<file path="src/rtl/bau_pkg.sv">
`timescale 1ns / 1ps
// ============================================================================
// bau_pkg
// Shared types, register indexes and helpers for the button auto-repeat
// adjuster.
// ============================================================================
package bau_pkg;

    // Timestamp and configuration widths
    localparam int TIME_W     = 32;
    localparam int MS_CFG_W   = 16;
    localparam int COUNT_W    = 5;
    localparam int INDEX_W    = 4;
    localparam int CFG_DATA_W = 16;
    localparam int CFG_IDX_W  = 2;

    // Highest number of screens the index may cycle through
    localparam int MAX_SCREENS = 16;
    localparam int COUNT_CAP   = (MAX_SCREENS < 16) ? MAX_SCREENS : 16;
    localparam logic [COUNT_W-1:0] COUNT_LIMIT = COUNT_W'(COUNT_CAP);

    // Register indexes on the configuration port
    localparam logic [CFG_IDX_W-1:0] CFG_REPEAT_DELAY    = 2'd0;
    localparam logic [CFG_IDX_W-1:0] CFG_REPEAT_INTERVAL = 2'd1;
    localparam logic [CFG_IDX_W-1:0] CFG_SCREEN_COUNT    = 2'd2;

    // Register reset values
    localparam logic [MS_CFG_W-1:0] DELAY_RESET    = 16'd600;
    localparam logic [MS_CFG_W-1:0] INTERVAL_RESET = 16'd100;
    localparam logic [COUNT_W-1:0]  COUNT_RESET    = 5'd4;

    // Step codes
    localparam logic signed [1:0] STEP_NONE  = 2'sb00;
    localparam logic signed [1:0] STEP_PLUS  = 2'sb01;
    localparam logic signed [1:0] STEP_MINUS = 2'sb11;

    // One poll as held in the input register
    typedef struct packed {
        logic              hour;
        logic              minute;
        logic              screen;
        logic              reverse;
        logic [TIME_W-1:0] now_ms;
    } poll_t;

    // Repeat timing settings shared by the hour and minute channels
    typedef struct packed {
        logic [MS_CFG_W-1:0] delay_ms;
        logic [MS_CFG_W-1:0] interval_ms;
    } repeat_cfg_t;

    // Map a fire flag and direction to a signed step
    function automatic logic signed [1:0] step_code(input logic fire, input logic rev);
        logic signed [1:0] code;
        code = STEP_NONE;
        if (fire)
        begin
            code = rev ? STEP_MINUS : STEP_PLUS;
        end
        return code;
    endfunction

    // Clamp the programmed screen count to the usable range
    function automatic logic [COUNT_W-1:0] eff_count(input logic [COUNT_W-1:0] count);
        logic [COUNT_W-1:0] c;
        c = count;
        if (c == '0)
        begin
            c = COUNT_W'(1);
        end
        else if (c > COUNT_LIMIT)
        begin
            c = COUNT_LIMIT;
        end
        return c;
    endfunction

endpackage

</file>
<file path="src/rtl/bau_repeat_ch.sv">
`timescale 1ns / 1ps
// ============================================================================
// bau_repeat_ch
// Press detection and auto-repeat timing for one adjust button.
// ============================================================================
module bau_repeat_ch
(
    input  logic                         clk,
    input  logic                         rst_n,
    input  logic                         step_en,
    input  logic                         button,
    input  logic [bau_pkg::TIME_W-1:0]   now_ms,
    input  bau_pkg::repeat_cfg_t         cfg,
    output logic                         fire
);

    logic                       held_reg;
    logic [bau_pkg::TIME_W-1:0] press_time_reg;
    logic [bau_pkg::TIME_W-1:0] repeat_time_reg;
    logic                       press;
    logic                       repeat_hit;
    logic [bau_pkg::TIME_W-1:0] since_press;
    logic [bau_pkg::TIME_W-1:0] since_repeat;

    // Detect a rising level and a due repeat; a new press cannot repeat at once
    always_comb
    begin
        since_press  = now_ms - press_time_reg;
        since_repeat = now_ms - repeat_time_reg;
        press        = button && !held_reg;
        repeat_hit   = held_reg
                       && (since_press > {{(bau_pkg::TIME_W-bau_pkg::MS_CFG_W){1'b0}},
                                          cfg.delay_ms})
                       && (since_repeat > {{(bau_pkg::TIME_W-bau_pkg::MS_CFG_W){1'b0}},
                                           cfg.interval_ms});
        fire         = press || repeat_hit;
    end

    // Advance the held flag and the press and repeat timestamps
    always_ff @(posedge clk or negedge rst_n)
    begin
        if (!rst_n)
        begin
            held_reg        <= 1'b0;
            press_time_reg  <= '0;
            repeat_time_reg <= '0;
        end
        else if (step_en)
        begin
            held_reg <= button;
            if (press)
            begin
                press_time_reg <= now_ms;
            end
            if (repeat_hit)
            begin
                repeat_time_reg <= now_ms;
            end
        end
    end

endmodule

</file>
<file path="src/rtl/bau_screen_sel.sv">
`timescale 1ns / 1ps
// ============================================================================
// bau_screen_sel
// Screen index kept across polls, stepped once per screen button press.
// ============================================================================
module bau_screen_sel
(
    input  logic                          clk,
    input  logic                          rst_n,
    input  logic                          step_en,
    input  logic                          button,
    input  logic                          reverse,
    input  logic [bau_pkg::COUNT_W-1:0]   screen_count,
    output logic                          fire,
    output logic [bau_pkg::INDEX_W-1:0]   index_next
);

    logic                         held_reg;
    logic [bau_pkg::INDEX_W-1:0]  index_reg;
    logic [bau_pkg::COUNT_W-1:0]  count;
    logic [bau_pkg::COUNT_W-1:0]  index_wide;
    logic [bau_pkg::COUNT_W-1:0]  index_up;
    logic [bau_pkg::COUNT_W-1:0]  index_down;
    logic [bau_pkg::COUNT_W-1:0]  count_top;
    logic [bau_pkg::INDEX_W-1:0]  stepped;

    // Step forward or back, wrapping within the effective count
    always_comb
    begin
        count      = bau_pkg::eff_count(screen_count);
        index_wide = {1'b0, index_reg};
        index_up   = index_wide + bau_pkg::COUNT_W'(1);
        index_down = index_wide - bau_pkg::COUNT_W'(1);
        count_top  = count - bau_pkg::COUNT_W'(1);
        fire       = button && !held_reg;
        if (reverse)
        begin
            if (index_reg == '0)
            begin
                stepped = count_top[bau_pkg::INDEX_W-1:0];
            end
            else if (index_down >= count)
            begin
                stepped = '0;
            end
            else
            begin
                stepped = index_down[bau_pkg::INDEX_W-1:0];
            end
        end
        else
        begin
            if (index_up >= count)
            begin
                stepped = '0;
            end
            else
            begin
                stepped = index_up[bau_pkg::INDEX_W-1:0];
            end
        end
        index_next = fire ? stepped : index_reg;
    end

    // Hold the index and the button level between polls
    always_ff @(posedge clk or negedge rst_n)
    begin
        if (!rst_n)
        begin
            held_reg  <= 1'b0;
            index_reg <= '0;
        end
        else if (step_en)
        begin
            held_reg  <= button;
            index_reg <= index_next;
        end
    end

endmodule

</file>
<file path="src/rtl/button_autorepeat_adjuster_unit.sv">
`timescale 1ns / 1ps
// ============================================================================
// button_autorepeat_adjuster_unit
// Clock setting buttons with auto-repeat and a wrapping screen selector.
// ============================================================================
// Takes one poll per clock cycle while the input side is not stalled and returns one result per poll, in order.
// A poll is captured in an input register, evaluated against the button state
// once the result register can take it and written to the result register.
// The input side stalls only while the result register holds an untaken
// result and the output is stalled. Configuration writes are always ready
// and each is written to its register when accepted.
module button_autorepeat_adjuster_unit
(
    input  logic                              clk,
    input  logic                              rst_n,
    // Poll channel
    input  logic                              in_valid,
    output logic                              in_stall,
    input  logic                              hour_button,
    input  logic                              minute_button,
    input  logic                              screen_button,
    input  logic                              reverse_button,
    input  logic [bau_pkg::TIME_W-1:0]        now_ms,
    // Result channel
    output logic                              out_valid,
    input  logic                              out_stall,
    output logic signed [1:0]                 hour_step,
    output logic signed [1:0]                 minute_step,
    output logic                              screen_changed,
    output logic [bau_pkg::INDEX_W-1:0]       screen_now,
    // Configuration write channel
    input  logic                              cfg_valid,
    output logic                              cfg_ready,
    input  logic [bau_pkg::CFG_IDX_W-1:0]     cfg_index,
    input  logic [bau_pkg::CFG_DATA_W-1:0]    cfg_data
);

    bau_pkg::repeat_cfg_t              repeat_cfg_reg;
    logic [bau_pkg::COUNT_W-1:0]       screen_count_reg;

    bau_pkg::poll_t                    poll_reg;
    logic                              poll_valid_reg;
    logic                              poll_valid_next;
    logic                              out_valid_reg;
    logic                              out_valid_next;
    logic                              out_free;
    logic                              step_en;
    logic                              in_take;

    logic                              hour_fire;
    logic                              minute_fire;
    logic                              screen_fire;
    logic [bau_pkg::INDEX_W-1:0]       screen_index_next;

    logic signed [1:0]                 hour_step_reg;
    logic signed [1:0]                 minute_step_reg;
    logic                              screen_changed_reg;
    logic [bau_pkg::INDEX_W-1:0]       screen_now_reg;

    // Configuration registers
    assign cfg_ready = 1'b1;

    always_ff @(posedge clk or negedge rst_n)
    begin
        if (!rst_n)
        begin
            repeat_cfg_reg.delay_ms    <= bau_pkg::DELAY_RESET;
            repeat_cfg_reg.interval_ms <= bau_pkg::INTERVAL_RESET;
            screen_count_reg           <= bau_pkg::COUNT_RESET;
        end
        else if (cfg_valid && cfg_ready)
        begin
            case (cfg_index)
                bau_pkg::CFG_REPEAT_DELAY:
                begin
                    repeat_cfg_reg.delay_ms <= cfg_data;
                end
                bau_pkg::CFG_REPEAT_INTERVAL:
                begin
                    repeat_cfg_reg.interval_ms <= cfg_data;
                end
                bau_pkg::CFG_SCREEN_COUNT:
                begin
                    screen_count_reg <= cfg_data[bau_pkg::COUNT_W-1:0];
                end
                default:
                begin
                    screen_count_reg <= screen_count_reg;
                end
            endcase
        end
    end

    // Flow control: evaluate a held request when the result register can take it
    always_comb
    begin
        out_free        = !out_valid_reg || !out_stall;
        step_en         = poll_valid_reg && out_free;
        in_stall        = poll_valid_reg && !out_free;
        in_take         = in_valid && !in_stall;
        poll_valid_next = in_stall ? poll_valid_reg : in_valid;
        if (step_en)
        begin
            out_valid_next = 1'b1;
        end
        else if (out_stall)
        begin
            out_valid_next = out_valid_reg;
        end
        else
        begin
            out_valid_next = 1'b0;
        end
    end

    always_ff @(posedge clk or negedge rst_n)
    begin
        if (!rst_n)
        begin
            poll_valid_reg <= 1'b0;
            out_valid_reg  <= 1'b0;
        end
        else
        begin
            poll_valid_reg <= poll_valid_next;
            out_valid_reg  <= out_valid_next;
        end
    end

    // Capture the incoming request
    always_ff @(posedge clk)
    begin
        if (in_take)
        begin
            poll_reg.hour    <= hour_button;
            poll_reg.minute  <= minute_button;
            poll_reg.screen  <= screen_button;
            poll_reg.reverse <= reverse_button;
            poll_reg.now_ms  <= now_ms;
        end
    end

    // Button channels
    bau_repeat_ch u_hour_ch
    (
        .clk     (clk),
        .rst_n   (rst_n),
        .step_en (step_en),
        .button  (poll_reg.hour),
        .now_ms  (poll_reg.now_ms),
        .cfg     (repeat_cfg_reg),
        .fire    (hour_fire)
    );

    bau_repeat_ch u_minute_ch
    (
        .clk     (clk),
        .rst_n   (rst_n),
        .step_en (step_en),
        .button  (poll_reg.minute),
        .now_ms  (poll_reg.now_ms),
        .cfg     (repeat_cfg_reg),
        .fire    (minute_fire)
    );

    bau_screen_sel u_screen_sel
    (
        .clk          (clk),
        .rst_n        (rst_n),
        .step_en      (step_en),
        .button       (poll_reg.screen),
        .reverse      (poll_reg.reverse),
        .screen_count (screen_count_reg),
        .fire         (screen_fire),
        .index_next   (screen_index_next)
    );

    // Result register
    always_ff @(posedge clk)
    begin
        if (step_en)
        begin
            hour_step_reg      <= bau_pkg::step_code(hour_fire, poll_reg.reverse);
            minute_step_reg    <= bau_pkg::step_code(minute_fire, poll_reg.reverse);
            screen_changed_reg <= screen_fire;
            screen_now_reg     <= screen_index_next;
        end
    end

    assign out_valid      = out_valid_reg;
    assign hour_step      = hour_step_reg;
    assign minute_step    = minute_step_reg;
    assign screen_changed = screen_changed_reg;
    assign screen_now     = screen_now_reg;

`ifndef SYNTHESIS
    // An empty result register never stalls the input side
    assert property (@(posedge clk) disable iff (!rst_n)
        !out_valid_reg |-> !in_stall)
        else $error("input stalled with empty result register");

    // An evaluated request always lands in the result register
    assert property (@(posedge clk) disable iff (!rst_n)
        step_en |=> out_valid_reg)
        else $error("evaluated request lost");

    // A delivered step is never the unused code
    assert property (@(posedge clk) disable iff (!rst_n)
        out_valid_reg |-> (hour_step_reg != 2'sb10) && (minute_step_reg != 2'sb10))
        else $error("invalid step code");
`endif

endmodule

</file>
<file path="config.mk">
export PLATFORM = sky130hd
export DESIGN_NAME = button_autorepeat_adjuster_unit
export DESIGN_NICKNAME = d
export VERILOG_FILES = /design/src/rtl/bau_pkg.sv /design/src/rtl/bau_repeat_ch.sv /design/src/rtl/bau_screen_sel.sv /design/src/rtl/button_autorepeat_adjuster_unit.sv
export SDC_FILE = /design/constraint.sdc
export NUM_CORES = 1
export LEC_CHECK = 0
export ABC_CLOCK_PERIOD_IN_PS = 8140
export BUFFER_PORTS_ARGS = -buffer_cell sky130_fd_sc_hd__buf_2
export CORE_MARGIN = 10
export CORE_UTILIZATION = 65
export CTS_CLUSTER_DIAMETER = 50
export DETAILED_ROUTE_END_ITERATION = 8
export GPL_TIMING_DRIVEN = 0
export PLACE_DENSITY = 0.93
export SLEW_MARGIN = 25
export SYNTH_ARGS = -nofsm -noshare
export SYNTH_HDL_FRONTEND = slang
export SYNTH_SLANG_ARGS = --single-unit
</file>
<file path="constraint.sdc">
create_clock -name clk -period 8.14 [get_ports clk]
set_input_delay 0.814 -clock clk [delete_from_list [all_inputs] [get_ports clk]]
set_output_delay 0.814 -clock clk [all_outputs]
set_load 0.01 [all_outputs]
</file>
# [Yosys cells after proc, flatten, opt, wreduce, memory -nomap -nowiden]
# Index checks and enable logic that the tools add are counted.
[totals] register_bits=219 in_bits=59 out_inout_bits=12
[op_classes] add_sub_neg=7 order_cmp=7 n_eq_ne=3 n_mux=10 reduce_logical=30
[ops] operator="greater-than comparator 32 x 16 -> 1 bit" count=4
[ops] operator="subtractor 32 bit" count=4
[ops] operator="two-way mux 4 bit" count=5
[ops] operator="AND reduction 2 bit" count=7
[ops] operator=">= comparator 5 bit" count=2
[ops] operator="logical AND 1 bit" count=10
[ops] operator="two-way mux 5 bit" count=2
[ops] operator="logical NOT 1 bit" count=7
[ops] operator="adder 4 x 1 -> 5 bit, second input constant" count=1
[ops] operator="greater-than comparator 5 bit, second input constant" count=1
[ops] operator="logical NOT 5 bit" count=1
[ops] operator="subtractor 4 x 1 -> 5 bit, second input constant" count=1
[ops] operator="logical NOT 4 bit" count=1
[ops] operator="subtractor 4 x 1 -> 4 bit, second input constant" count=1
[ops] operator="logical OR 1 bit" count=3
[ops] operator="equality test 2 x 1 -> 1 bit, second input constant" count=1
[ops] operator="equality test 2 bit, second input constant" count=1
[ops] operator="logical NOT 2 bit" count=1
[ops] operator="two-way mux 1 bit" count=2
[ops] operator="two-way mux 2 bit" count=1
[ops] operator="inequality test 2 x 1 -> 1 bit, second input constant" count=1

# [Logic depth before layout (Yosys ltp)]
[depth] depth_word=8 ltp_mapped=24

# [Cells and area by module]
# Synthesis repeated with hierarchy kept, for this count alone.
[hier_totals] cells_unflattened=2065 area_unflattened_um2=18956.9
[modules_own_cells] module="bau_repeat_ch (u_hour_ch)" instances=1 cells_per_inst=921 area_per_inst_um2=7689.9 seq_area_each_um2=1626.6
[modules_own_cells] module="bau_repeat_ch (u_minute_ch)" instances=1 cells_per_inst=898 area_per_inst_um2=7547.2 seq_area_each_um2=1626.6
[modules_own_cells] module="button_autorepeat_adjuster_unit" instances=1 cells_per_inst=136 area_per_inst_um2=2870.3 seq_area_each_um2=2337.2
[modules_own_cells] module="bau_screen_sel" instances=1 cells_per_inst=110 area_per_inst_um2=849.6 seq_area_each_um2=125.1

# [Worst setup path before layout]
# OpenSTA, ideal clock, no wires.
[synth_timing] path_kind="flip-flop to flip-flop" startpoint="reg poll_reg[0] (netlist name)" endpoint="reg u_minute_ch.repeat_time_reg[22] (netlist bit)" arrival_ps=5068 path_slack_ps=2948 path_stages_with_launch=24 synth_period_minus_slack_ps=5192 path_cell_list="edfxtp_1 inv_1 ha_1 inv_1 fa_1 a211oi_1 o21ai_0 nand3_1 nand2_1 and2_1 o21a_1 nor2_1 xnor2_1 ha_1 nand4_1 nor4_1 nand4_1 a2111oi_0 or4b_2 nor4_1 a41oi_1 nand3_1 buf_2 mux2_2"
[synth_between] elab_chain_cells=5 elab_cells_between_ends=7
[synth_lines] element="subtractor 32 bit" line="bau_repeat_ch.sv:28" text="since_press = now_ms - press_time_reg;"
[synth_lines] element="greater-than comparator 32 x 16 -> 1 bit" line="bau_repeat_ch.sv:32" text="&& (since_press > {{(bau_pkg::TIME_W-bau_pkg::MS_CFG_W){1'b0}},"
[synth_lines] element="logical AND 1 bit" line="bau_repeat_ch.sv:32"
[synth_lines] element="logical AND 1 bit *" line="bau_repeat_ch.sv:34" text="&& (since_repeat > {{(bau_pkg::TIME_W-bau_pkg::MS_CFG_W){1'b0}},"
[synth_lines] element="AND reduction 2 bit (no line) *"
[synth_lines] element="end signal, assigned" line="bau_repeat_ch.sv:57" text="repeat_time_reg <= now_ms;"
[synth_lines] element="end, declared" line="bau_repeat_ch.sv:19" text="logic [bau_pkg::TIME_W-1:0] repeat_time_reg;"
# Mark *: on every way between the ends. The rest lies on a longest branch, timed or not.
# A chain may end at the register's enable or synchronous reset.

# [Worst setup path after layout]
[layout_timing] startpoint="reg poll_reg[3] (netlist name)" endpoint="reg u_minute_ch.repeat_time_reg[29] (netlist bit)"
[layout_between] elab_chain_cells=5 elab_cells_between_ends=7
[layout_lines] element="subtractor 32 bit" line="bau_repeat_ch.sv:28"
[layout_lines] element="greater-than comparator 32 x 16 -> 1 bit" line="bau_repeat_ch.sv:32"
[layout_lines] element="logical AND 1 bit" line="bau_repeat_ch.sv:32"
[layout_lines] element="logical AND 1 bit *" line="bau_repeat_ch.sv:34"
[layout_lines] element="AND reduction 2 bit (no line) *"
# Marked as above.

==> results.rst <==
.. list-table::
   :header-rows: 1

   * - Metric
     - Value
   * - Outcome
     - completed
   * - Cell area power density
     - 362 nW/um2
   * - Nature of the critical path startpoint
     - register
   * - I/O pin count
     - 71
   * - Placement Cell Area
     - around 19000 um2
   * - Crit path capture type
     - register
   * - RSZ-0062 raised after global routing
     - no
   * - GR Layer Usage met2
     - 0.522
   * - Clock insertion delay at the later pin of the skew report
     - between 0.5 and 0.6 ns
   * - CTS Hold Bufs
     - 0
   * - Top post-synthesis cells by area
     - dfrtp_1 (23%), ha_1 (14%), mux2_2 (9.3%)
   * - Final setup skew
     - between 0.04 and 0.05 ns
   * - Slew at the pin closest to its max-slew limit
     - between 0.8 and 0.9 ns
   * - Pin count of the biggest net entering global routing
     - 75
   * - Detailed Route WL
     - between 50000 and 60000 um
   * - Half-perimeter wire length of the detailed placement result
     - between 40000 and 50000 um
   * - Worst setup path category
     - register to register
   * - Nets@finish
     - between 2k and 2.5k
   * - Share of Yosys cell area claimed by the top area cell type
     - 0.232
   * - DRC violation count after routing
     - 0
   * - Number of clock buffers inserted by TritonCTS
     - 34
   * - Cell area after layout
     - approximately 20000 um2
   * - Total of cells resized after clock tree synthesis
     - 0
   * - Global-route wire length before repair
     - between 80000 and 90000 um
   * - Worst r2r src
     - poll_reg[3]
   * - Number of fillers in the final layout
     - about 2k
   * - Required time of the critical path
     - about 8.5 ns
   * - Global-route track usage on met3
     - 0.0470
   * - Initial antenna violation count
     - 1
   * - Met1 usage
     - 0.355
   * - Number of nets still failing antenna checks after routing
     - 0
   * - Total of endpoints with negative setup slack in the final report
     - 0
   * - Vias after detailed routing
     - 16.2k
   * - R2R cell count
     - 18
   * - Detailed-route vias per instance
     - about 6.6
   * - FF+latch area
     - ~5700 um2
   * - Clock slew seen by the registers of the worst setup and hold paths
     - around 0.060 ns
   * - Area share of xor/xnor cells in the synthesized design
     - 0.0387
   * - Flop2flop setup slack
     - 1.12 ns
   * - Largest register FFs
     - 36
   * - Initial standard-cell utilization of the core
     - 0.661
   * - Router iterations before antenna repair
     - 6
   * - Seq cells post-synth
     - 219
   * - Sequential fraction of the synthesis area
     - 0.320
   * - Die X
     - 186 um
   * - Leak
     - ~9 nW
   * - Most common cell in the synthesized netlist
     - ha_1
   * - Type of the tightest min-delay check
     - primary input to asynchronous set/reset pin
   * - Synthesized-area fraction occupied by and/or/nand/nor cells
     - 0.140
   * - Antenna fix cells
     - 0
   * - Final TNS setup
     - 0 ns
   * - Buffers from clock root to sink, at most
     - 3
   * - Number of maximum-capacitance constraint violations
     - 0
   * - Synth Area in Compound Gates
     - 0.199
   * - Die Ht
     - between 150 and 200 um
   * - Number of enable-type register cells in the synthesized netlist
     - 45
   * - Cell type contributing the most total cell area after synthesis
     - dfrtp_1
   * - Worst IR Drop VDD
     - 0.257 mV
   * - Post-Syn Area
     - about 18000 um2
   * - Htree depth
     - 2
   * - Placeable core region
     - 27000 um2
   * - Arithmetic-cell share of the synthesized area counting full adders, half adders and majority gates
     - 0.145
   * - Worst-case hold slack
     - between 0.15 and 0.2 ns
   * - Initial drt markers
     - approximately 1.2k
   * - Row count
     - 60
   * - Vias in the first global route
     - approximately 16k
   * - Final Power
     - around 7.2 mW
   * - Worst slew margin relative to its limit
     - 0.405
   * - Multiplexer area fraction after synthesis
     - 0.0999
   * - Post-route clock period utilization
     - 0.862
   * - Slew Limit Fails
     - 0
   * - Async set-or-reset flop fraction in the synthesized netlist
     - 0.795
   * - Number of warning messages in the yosys log
     - 0
   * - Area growth, synth to finish
     - 11.5%
   * - Routability Congestion
     - 0.986
   * - Die area
     - 34500 um2
   * - TritonCTS clock tree
     - yes
   * - R2r endpoint
     - u_minute_ch.repeat_time_reg[29]
   * - GR Util All Layers
     - 0.302
   * - Area used by multi-input combinational logic
     - 11100 um2
   * - Hold violation total from the final report
     - 0
   * - Number of different library cells in the post-synthesis netlist
     - slightly below 80
   * - Root Buffer Master
     - clkbuf_16
   * - Routed len/inst
     - 21.0 um
   * - Layer with the highest usage after global routing
     - met2
   * - Non-filler cells in the finished layout
     - 2464
   * - Min cycle time layout
     - 7.02 ns
   * - Gate count after technology mapping
     - ~2.0k
   * - Syn nets
     - about 2.3k
   * - Commonest cells in the netlist
     - ha_1 (201), inv_1 (199), a21oi_1 (177)
   * - Largest family of logic cells by synthesized area
     - compound AO/OA/AOI/OAI gates
   * - Post-synthesis area per instance
     - 8.98 um2
   * - Number of clock sinks seen by CTS
     - 219
   * - Total of buffers placed on input and output ports
     - 69
   * - Fraction of layout instances using a drive strength above 1
     - 0.153
   * - Buffer count from post-CTS setup fixing
     - 0
   * - Inst Count DP
     - ~2.4k
   * - Timing-limited maximum frequency
     - ~0.14 GHz
   * - Data arrival time of the critical path
     - 7.39 ns
   * - Main synth FF type
     - dfrtp_1
   * - Total global routing overflow
     - 0
   * - Crit path max fanout
     - 10
-- worst max-delay path, stage by stage, from the launching register on --
cell and delay, ns:
edfxtp_1 0.64, ha_1 0.48, a21o_1 0.21, a21oi_1 0.33
a21oi_1 0.12, a311oi_1 0.70, o21bai_1 0.20, xor2_1 0.20
ha_1 0.33, nand4_1 0.15, nor4_1 0.39, nand4_1 0.23
a2111oi_0 0.52, or4b_2 0.62, nor4_1 0.30, a41oi_1 0.22
nand3_1 0.41, buf_2 0.41, mux2_2 0.38
-- placed cells by master, fill, tap and decap left out, types with 10 or more instances in the layout --
| cell | n |
|---|---|
| nand2b_1 | 15 |
| o21a_1 | 38 |
| nor3_1 | 38 |
| ha_1 | 201 |
| inv_1 | 199 |
| o2111ai_1 | 14 |
| xor2_1 | 35 |
| o211ai_1 | 28 |
| nand2_1 | 170 |
| mux2_2 | 147 |
| dfrtp_1 | 166 |
| clkbuf_1 | 61 |
| nand4_1 | 55 |
| a21oi_1 | 177 |
| o21ai_0 | 115 |
| o21bai_1 | 12 |
| nor2b_1 | 19 |
| edfxtp_1 | 45 |
| or3_1 | 13 |
| o31ai_1 | 11 |
| nand3_1 | 33 |
| nor2_1 | 89 |
| and2_1 | 11 |
| a31oi_1 | 13 |
| and3_1 | 15 |
| mux2i_1 | 10 |
| nor4_1 | 11 |
| clkbuf_16 | 36 |
| a211oi_1 | 21 |
| a21o_1 | 38 |
| buf_2 | 72 |
| xnor2_1 | 44 |
-- final cells by class --
type,instances,area share
clock buffer,40,0.0465
inverter,200,0.0377
buffer,66,0.0140
tap,341,0.0214
clock inverter,22,0.0135
multi-input combinational,1504,0.559
timing repair buffer,72,0.0216
sequential,219,0.287
-- cells by family (layout without fill, tap and decap cells) --
kind of cell | after synthesis | count (layout)
muxes | 159 | 159
DFF | 219 | 219
AOI/OAI and AO/OA | 553 | 553
buffers and inverters | 266 | 400
xor gates and xnor gates | 79 | 79
other | 1 | 1
adders and majority gates | 205 | 205
and+or+nand+nor | 507 | 507
-- layer usage --
layer	vias to the layer above	part of all wire
met5	-	0
met1	7808	0.39
met2	647	0.49
met3	192	0.065
met4	0	0.052
li1	7503	-
-- where the power goes --
part / switching [mW] / leakage, nW / internal, mW
sequential: 0.200 / 2.48 / 1.43
combinational: 2.42 / 5.91 / 1.65
clock: 0.579 / 0.586 / 0.937
-- worst max path at each step --
stage	startpoint	endpoint	slack [ns]	cells after the start
after CTS	poll_reg[3]	u_minute_ch.repeat_time_reg[29]	1.29	18
after floorplan	poll_reg[0]	u_minute_ch.repeat_time_reg[22]	2.95	23
final	poll_reg[3]	u_minute_ch.repeat_time_reg[29]	1.12	18
after global placement	poll_reg[3]	u_minute_ch.repeat_time_reg[28]	1.44	19
after detailed placement	poll_reg[3]	u_minute_ch.repeat_time_reg[29]	1.44	18
after global routing	poll_reg[0]	u_minute_ch.repeat_time_reg[30]	0.77	23
-- per-stage QoR --
step | util | setup slack [ns]
after floorplan | - | 2.95
after global placement | 0.690 | 1.44
after detailed placement | 0.693 | 1.44
after CTS | 0.737 | 1.29
after global routing | 0.737 | 0.769
final | 0.737 | 1.12
Note: power is estimated with default switching activity, not from simulation.
